**src/rtl/jssd_pkg.sv**
```systemverilog
`timescale 1ns / 1ps

package jssd_pkg;

  localparam int ID_W        = 4;
  localparam int DUR_W       = 16;
  localparam int TIME_W      = 32;
  localparam int MEM_W       = ID_W + DUR_W;
  localparam int IN_TDATA_W  = 32;
  localparam int OUT_TDATA_W = 112;

  typedef enum logic [0:0] {
    OP_LOAD  = 1'b0,
    OP_SCHED = 1'b1
  } opcode_e;

  typedef enum logic [1:0] {
    ST_OK   = 2'd0,
    ST_MISS = 2'd1,
    ST_SAT  = 2'd2
  } status_e;

  typedef struct packed {
    opcode_e          opcode;
    logic [ID_W-1:0]  task_id;
    logic [ID_W-1:0]  step_slot;
    logic [ID_W-1:0]  machine_id;
    logic [DUR_W-1:0] step_duration;
    logic             slot_end;
    logic             last;
  } in_item_t;

  typedef struct packed {
    logic [ID_W-1:0]  task_id;
    logic [ID_W-1:0]  step;
    logic             ok;
    logic             last;
    logic [ID_W-1:0]  machine;
    logic [DUR_W-1:0] duration;
  } sched_t;

  typedef struct packed {
    logic [ID_W-1:0]   task_id;
    logic [ID_W-1:0]   step;
    logic [ID_W-1:0]   machine;
    logic [TIME_W-1:0] start;
    logic [TIME_W-1:0] finish;
    logic [TIME_W-1:0] makespan;
    logic              done;
    status_e           status;
  } res_t;

endpackage

```
**src/rtl/jssd_time_stage.sv**
```systemverilog
`timescale 1ns / 1ps

module jssd_time_stage import jssd_pkg::*; #(
  parameter int MAX_TASKS    = 16,
  parameter int MAX_MACHINES = 16
) (
  input  logic   clk_i,
  input  logic   rst_ni,
  input  logic   b_valid_i,
  output logic   b_ready_o,
  input  sched_t b_item_i,
  output logic   m_valid_o,
  input  logic   m_ready_i,
  output res_t   res_o
);

  localparam int TaskIdxW = (MAX_TASKS > 1) ? $clog2(MAX_TASKS) : 1;
  localparam int MachIdxW = (MAX_MACHINES > 1) ? $clog2(MAX_MACHINES) : 1;

  logic [TIME_W-1:0]   ready_q [MAX_TASKS];
  logic [TIME_W-1:0]   free_q [MAX_MACHINES];
  logic [TIME_W-1:0]   mk_q;
  logic                m_valid_q;
  res_t                res_q;

  logic                out_free;
  logic                b_done;
  logic [TaskIdxW-1:0] tidx;
  logic [MachIdxW-1:0] midx;
  logic [TIME_W-1:0]   tr;
  logic [TIME_W-1:0]   mf;
  logic [TIME_W-1:0]   start;
  logic [TIME_W:0]     sum;
  logic                sat;
  logic [TIME_W-1:0]   finish;
  logic [TIME_W-1:0]   mk_d;
  res_t                res_d;

  always_comb begin
    tidx   = TaskIdxW'(b_item_i.task_id);
    midx   = MachIdxW'(b_item_i.machine);
    tr     = ready_q[tidx];
    mf     = free_q[midx];
    start  = (tr > mf) ? tr : mf;
    sum    = {1'b0, start} + (TIME_W + 1)'(b_item_i.duration);
    sat    = sum[TIME_W];
    finish = sat ? '1 : sum[TIME_W-1:0];
    mk_d   = (b_item_i.ok && (finish > mk_q)) ? finish : mk_q;

    res_d.task_id  = b_item_i.task_id;
    res_d.step     = b_item_i.step;
    res_d.makespan = mk_d;
    res_d.done     = b_item_i.last;
    if (b_item_i.ok) begin
      res_d.machine = b_item_i.machine;
      res_d.start   = start;
      res_d.finish  = finish;
      res_d.status  = sat ? ST_SAT : ST_OK;
    end else begin
      res_d.machine = '0;
      res_d.start   = '0;
      res_d.finish  = '0;
      res_d.status  = ST_MISS;
    end
  end

  assign out_free  = !m_valid_q || m_ready_i;
  assign b_ready_o = out_free;
  assign b_done    = b_valid_i && out_free;
  assign m_valid_o = m_valid_q;
  assign res_o     = res_q;

  always_ff @(posedge clk_i or negedge rst_ni) begin
    if (!rst_ni) begin
      m_valid_q <= 1'b0;
    end else if (out_free) begin
      m_valid_q <= b_valid_i;
    end
  end

  always_ff @(posedge clk_i) begin
    if (b_done) begin
      res_q <= res_d;
    end
  end

  always_ff @(posedge clk_i or negedge rst_ni) begin
    if (!rst_ni) begin
      for (int i = 0; i < MAX_TASKS; i++) begin
        ready_q[i] <= '0;
      end
      for (int i = 0; i < MAX_MACHINES; i++) begin
        free_q[i] <= '0;
      end
      mk_q <= '0;
    end else if (b_done) begin
      if (b_item_i.ok) begin
        ready_q[tidx] <= finish;
        free_q[midx]  <= finish;
        mk_q          <= mk_d;
      end
      if (b_item_i.last) begin
        for (int i = 0; i < MAX_TASKS; i++) begin
          ready_q[i] <= '0;
        end
        for (int i = 0; i < MAX_MACHINES; i++) begin
          free_q[i] <= '0;
        end
        mk_q <= '0;
      end
    end
  end

  a_sat_pins: assert property (@(posedge clk_i) disable iff (!rst_ni)
    m_valid_q && res_q.status == ST_SAT |-> res_q.finish == '1)
    else $error("saturated result without full-scale finish time");

  a_mk_covers: assert property (@(posedge clk_i) disable iff (!rst_ni)
    m_valid_q && res_q.status != ST_MISS |-> res_q.makespan >= res_q.finish)
    else $error("makespan below finish time");

  a_mk_cleared: assert property (@(posedge clk_i) disable iff (!rst_ni)
    b_done && b_item_i.last |=> mk_q == '0)
    else $error("makespan not cleared at end of sequence");

endmodule

```
**config.mk**
```make
export PLATFORM = sky130hd
export DESIGN_NAME = jssd_time_stage
export DESIGN_NICKNAME = d
export VERILOG_FILES = /design/src/rtl/jssd_pkg.sv /design/src/rtl/jssd_time_stage.sv
export SDC_FILE = /design/constraint.sdc
export NUM_CORES = 2
export LEC_CHECK = 0
export BUFFER_PORTS_ARGS = -buffer_cell sky130_fd_sc_hd__buf_2
export CORE_MARGIN = 4
export CORE_UTILIZATION = 50
export DETAILED_ROUTE_END_ITERATION = 7
export GPL_TIMING_DRIVEN = 0
export PLACE_DENSITY = 0.66
export SLEW_MARGIN = 20
export SYNTH_ARGS = -nofsm -noshare
export SYNTH_HDL_FRONTEND = slang
export SYNTH_SLANG_ARGS = --single-unit
```
**constraint.sdc**
```tcl
create_clock -name clk_i -period 14.6 [get_ports clk_i]
set_input_delay 1.46 -clock clk_i [delete_from_list [all_inputs] [get_ports clk_i]]
set_output_delay 1.46 -clock clk_i [all_outputs]
set_load 0.03 [all_outputs]
```
# --- Yosys cells after proc, flatten, opt, wreduce, memory -nomap -nowiden ---
# Index checks and enable logic that the tools add are counted.
# Widths: inputs -> output; s select.
word_totals:
  inputBits: 34
  output_inout_bits: 113
  word_cells: 81
  register_bits: 1168
op_classes:
  n_lt_le_gt_ge: 6
  n_reduce_logical: 8
  addsub: 1
  n_bitwise: 2
  n_mux: 22
ops:
  columns: ["op", "count"]
  rows:
  - ["$mux 512", 4]
  - ["$bwmux 512", 2]
  - ["$mux 32", 11]
  - ["$bmux 32 s4", 2]
  - ["$demux 32 s4", 2]
  - ["$gt 32x32->1", 2]
  - ["$add 32x16->33", 1]
  - ["$ge 5x5->1 const B", 2]
  - ["$lt 5x1->1 const B", 2]
  - ["$not 4->5", 2]
  - ["$logic_and 1x1->1", 4]
  - ["$mux 2", 1]
  - ["$reduce_and 2->1", 1]
  - ["$reduce_bool 2->1", 1]
  - ["$logic_not 1->1", 1]
  - ["$logic_or 1x1->1", 1]

# --- Depth between registers and ports, before layout ---
logic_depth:
  word_depth: 13
  mapped_depth: 46

# --- Worst setup path after synthesis ---
# OpenSTA, ideal clock, no wires.
synth_timing:
  path_type: "in2reg"
  start: "input port b_item_i[26] (netlist bit)"
  end: "register res_q, in the netlist res_o[27], data pin"
  cell_stages: 43
  arrival_ns: 11.219
  t_required_ns: 14.333
  path_slack_ns: 3.114
  path_cell_list: "buf_6 > buf_6 > buf_8 > buf_8 > buf_2 > buf_1 > mux4_2 > mux4_2 > ha_1 > nand4_1 > nor4_1 > a22o_1 > o31ai_2 > nor2_1 > clkbuf_1 > clkbuf_1 > clkbuf_1 > nand2_1 > (+7 left out) > and2_0 > or4_1 > a222oi_1 > xnor2_1 > nand2_2 > buf_6 > ha_1 > nand3_1 > nor3_1 > nand3_1 > or3_1 > nor4_1 > nor2_1 > o41ai_1 > buf_4 > clkbuf_1 > clkbuf_1 > o21ai_0"
synth_via:
  elab_chain_len: 11
synth_rtl:
  columns: ["element", "line_no", "source"]
  rows:
  - ["start: declaration", "jssd_time_stage.sv:11", "input sched_t b_item_i,"]
  - ["$not 4->5 (implied by the code) *", "jssd_time_stage.sv:42", "tr = ready_q[tidx];"]
  - ["$bmux 32 s4 *", "jssd_time_stage.sv:42", null]
  - ["$mux 32 (implied by the code) * (2 in a row)", "jssd_time_stage.sv:42", null]
  - ["$gt 32x32->1", "jssd_time_stage.sv:44", "start = (tr > mf) ? tr : mf;"]
  - ["$mux 32 *", "jssd_time_stage.sv:44", null]
  - ["net start[1]", "jssd_time_stage.sv:32", "logic [TIME_W-1:0] start;"]
  - ["$add 32x16->33 *", "jssd_time_stage.sv:45", "sum = {1'b0, start} + (TIME_W + 1)'(b_item_i.duration);"]
  - ["$mux 32 *", "jssd_time_stage.sv:47", "finish = sat ? '1 : sum[TIME_W-1:0];"]
  - ["net finish[30]", "jssd_time_stage.sv:35", "logic [TIME_W-1:0] finish;"]
  - ["$gt 32x32->1 *", "jssd_time_stage.sv:48", "mk_d = (b_item_i.ok && (finish > mk_q)) ? finish : mk_q;"]
  - ["$logic_and 1x1->1 *", "jssd_time_stage.sv:48", null]
  - ["$mux 32 *", "jssd_time_stage.sv:48", null]
  - ["net mk_d[24]", "jssd_time_stage.sv:36", "logic [TIME_W-1:0] mk_d;"]
  - ["end signal: assignment", "jssd_time_stage.sv:83", "res_q <= res_d;"]
  - ["end: declaration", "jssd_time_stage.sv:24", "res_t res_q;"]
# Mark *: on every way through the listed nets, which the timed path passes. The rest lies on a longest branch. The select of a mux whose other input is x is not followed.
# A chain may end at the register's enable or synchronous reset.

# --- Worst setup path in the final report ---
layout_timing:
  start: "input port b_item_i[17] (netlist bit)"
  end: "register res_q, in the netlist res_o[5], data pin"
layout_via:
  elab_chain_len: 11
layout_rtl:
  columns: ["element", "line_no", "source"]
  rows:
  - ["$not 4->5 (implied by the code) *", "jssd_time_stage.sv:43", "mf = free_q[midx];"]
  - ["$bmux 32 s4 *", "jssd_time_stage.sv:43", null]
  - ["$mux 32 (implied by the code) * (2 in a row)", "jssd_time_stage.sv:43", null]
  - ["$gt 32x32->1", "jssd_time_stage.sv:44", null]
  - ["$mux 32 *", "jssd_time_stage.sv:44", null]
  - ["net start[0]", "jssd_time_stage.sv:32", null]
  - ["$add 32x16->33 *", "jssd_time_stage.sv:45", null]
  - ["$mux 32 *", "jssd_time_stage.sv:47", null]
  - ["net finish[30]", "jssd_time_stage.sv:35", null]
  - ["$gt 32x32->1 *", "jssd_time_stage.sv:48", null]
  - ["$logic_and 1x1->1 *", "jssd_time_stage.sv:48", null]
  - ["$mux 32 *", "jssd_time_stage.sv:48", null]
  - ["net mk_d[2]", "jssd_time_stage.sv:36", null]
# Marks and branches as above.

==> results.toml <==
[worst_setup_path]
reg2reg_from = "free_q[277]"
critPathLaunchType = "input pin"
r2r_end = "res_o[5]"
path_common_cell = "buf_2"
cp_max_fo = 10
arrival_ns = 14.71
required_ns = 14.95
cpLargestDelayFamily = "buffers and inverters"
reg2reg_depth = 38
crit_buf_inv = 14
crit_slowest_cell = "a222oi_1"
worstSetupStartpoint = "b_item_i[17]"
worstSetupPathType = "in -> reg"
r2r_slack_ns = 2.14
cpPeakStageDelay_ns = 0.67
path_depth = 44
endpoint = "res_o[5]"
cp-end-kind = "register"

[yosys]
postSynth.asyncResetShare = 0.905
muxShareOfSynthArea = 0.125
yosys.area_share.simple = 0.0930
syn_avg_cell_area_um2 = 11.5
synthDistinctLibCells = 78
yosysWarnings = 0
synth_compound_area_frac = 0.158
synth_top_family_by_area = "compound AO/OA/AOI/OAI gates"
synth.largest_area_cell = "dfrtp_1"
synth.area.top_cells = "dfrtp_1 (50%), mux4_2 (12%), o21ai_0 (7.5%), edfxtp_1 (6.2%), nand2_1 (6.1%)"
synthTopCellsByCount = "dfrtp_1 (1057), nand2_1 (872), o21ai_0 (802), a22o_1 (294), mux4_2 (282)"
yosysTopAreaCellShare = 0.495
synth-edff-count = 111
synth_fa_ha_area_frac = 0.0191
yosysMostFrequentCell = "dfrtp_1"
synth_nets = 4758
netlist_area_mm2 = 0.0534
seq_area_frac_synth = 0.558
syn_inst = 4643
ys_ff_latch = 1168
synth_xor_area_frac = 0.00361
ys.flop_type = "dfrtp_1"

[floorplanning]
start_util = 0.505
rows = 119
die_area_mm2 = 0.112
die_x_um = 335
die_height_um = 335
ios = 147
coreArea_mm2 = 0.106

[final_layout]
fin_cells = 6417
num-nets-final = 5039
drive_gt1_frac = 0.165
syn2layout_area_growth_pct = 13.0
nFillCells = 9013

[timing]
finalCritPeriodShare = 0.984
finalWorstSetupSlack_ns = 0.240
setup_violations = 0
finalMaxSlewViolations = 0
hold_slack_ns = 0.475
max_freq_ghz = 0.0696
finalClockSkew_ns = 0.0299
rsz0062_at_grt = "false"
worst_pin_slew_ns = 1.23
slew_headroom = 0.169
timing.final.crit_period_ns = 14.36
hold_viol_final = 0

[routing]
drt_iter0_markers = 5172
vias = 41200
drc = 0
antenna_left = 0
wl_um = 182000
viasPerCell = 6.42
wl_per_cell_um = 28.3
drtPass1Iterations = 8

[cts]
h-tree-depth = 3
clkTransAtPathRegs_ns = 0.06
cts.sinks = 1168
numCtsBuffers = 119
hold_buffers = 0
clkLatencyLatePin_ns = 0.73
cts_buffer_depth = 3
cts_root_buffer = "clkbuf_16"
cts_tree = "built"

[global_route]
antenna_found_initial = 4
grt_pass1_wl_um = 270000
grt_max_degree = 133
grt_pass1_vias = 40600
globalRouteOverflowTotal = 0
grt.total_usage = 0.324

[power_and_ir_drop]
p_sw_mw = 2.10
power.total_mw = 7.58
p_leak_nw = 26.5
p_sw_frac = 0.277
ir_worst_vdd_mv = 0.0885
pwr-share-seq = 0.453
power_density_mw_per_mm2 = 126
power_frac_clock = 0.417
combPwrFrac = 0.130
p_int_mw = 5.48

[placed_design]
place_congestion = 0.946
hpwlAfterDp_um = 131000
portBuffers = 143
pre_cts_slack_ns = -2.96
dp_cells = 6187

[run_status]
status = "finished, final reports clean"

[hold_path]
min_path_cells = 2
holdCritPathClass = "reg -> reg"

[run]
maxCapViolations = 0
[power groups by stage]
stage	sequential [mW]	combinational, mW	clock (mW)
after floorplan	3.52	0.494	0
after global placement	3.49	0.922	0
after detailed placement	3.49	0.938	0
after CTS	3.43	0.952	3.18
after global routing	3.44	1.04	3.31
final	3.43	0.989	3.16
[cells in the final DEF, fill, tap and decap left out, types with 14 or more instances in the layout]
cell type / netlist / routed
a22o_1: 294 / 294
o21a_1: 21 / 21
nand4_1: 14 / 14
nand2b_1: 21 / 21
buf_4: 16 / 30
mux4_2: 282 / 282
nand3b_1: 16 / 16
a21oi_1: 66 / 65
and2_1: 35 / 35
nor3_1: 19 / 19
nor2_1: 153 / 151
a22oi_1: 53 / 53
clkbuf_2: 27 / 41
xnor2_1: 16 / 15
o21ai_1: 43 / 44
a21o_1: 14 / 14
buf_6: 26 / 27
inv_1: 90 / 90
nand2_1: 872 / 872
dfrtp_1: 1057 / 1057
edfxtp_1: 111 / 111
nand3_1: 26 / 26
clkinv_2: 0 / 26
ha_1: 80 / 80
clkbuf_1: 253 / 264
o21ai_0: 802 / 799
o22ai_1: 14 / 14
clkbuf_8: 0 / 16
buf_2: 62 / 198
clkbuf_16: 0 / 121
[worst min-delay path, delay by kind of cell (launching register included)]
kind	cells	cell delay, ns
flip-flops	1	0.34
AO/OA/AOI/OAI	1	0.06
AND/OR/NAND/NOR	1	0.04
[registers in the layout, summed over array words and instances (netlist names)]
signal     count
m_valid_o      1
mk_q          32
res_o        111
ready_q      512
free_q       512
[logic make-up (layout without fill, tap and decap cells)]
family          Yosys count  count (layout)
flops                  1168            1168
compound gates         1369            1369
other cells               0               2
simple gates           1206            1206
buf+inv                 498             879
xor+xnor                 22              22
fa+ha+maj                81              81
mux                     299             299
[what timing repair did]
| action | in CTS | in global routing |
|---|---|---|
| setup buffers | 0 | 7 |
| pin swaps | 0 | 4 |
| gates resized for setup | 33 | 22 |
| endpoints found under the setup margin | 64 | 64 |
[how the worst min path moves through the flow]
| stage | from | endpoint | slack [ns] |
|---|---|---|---|
| floorplan | free_q[211] | free_q[211] | 0.44 |
| global placement | free_q[243] | free_q[243] | 0.45 |
| detailed placement | free_q[211] | free_q[211] | 0.46 |
| CTS | free_q[213] | free_q[213] | 0.48 |
| global route | ready_q[311] | ready_q[311] | 0.49 |
| finish | free_q[280] | free_q[280] | 0.47 |
[metal layers]
metal,up-vias,track usage,wire (µm)
met4,2,0.124,7600
met5,-,0,13
met1,21200,0.473,75900
met2,2286,0.477,80000
met3,376,0.0755,18200
li1,17300,-,-
[per-stage QoR]
| stage | util | cell area (µm²) | TNS (ns) |
|---|---|---|---|
| floorplan | - | 53400 | 0 |
| global placement | 0.528 | 55900 | - |
| detailed placement | 0.531 | 56100 | -153.23 |
| CTS | 0.570 | 60200 | 0 |
| global route | 0.571 | 60300 | 0 |
| finish | 0.571 | 60300 | 0 |
[area by class of cell]
| type | instances | area, µm² | area share |
|---|---|---|---|
| antenna | 2 | 5.00 | 0.0000830 |
| sequential | 1168 | 29800 | 0.494 |
| tap | 1391 | 1740 | 0.0289 |
| clock buffer | 164 | 3350 | 0.0555 |
| multi-input combinational | 2977 | 21400 | 0.354 |
| clock inverter | 57 | 652 | 0.0108 |
| inverter | 91 | 342 | 0.00566 |
| buffer | 406 | 2020 | 0.0335 |
| timing repair buffer | 161 | 1060 | 0.0176 |
(Power assumes the default switching activity.)
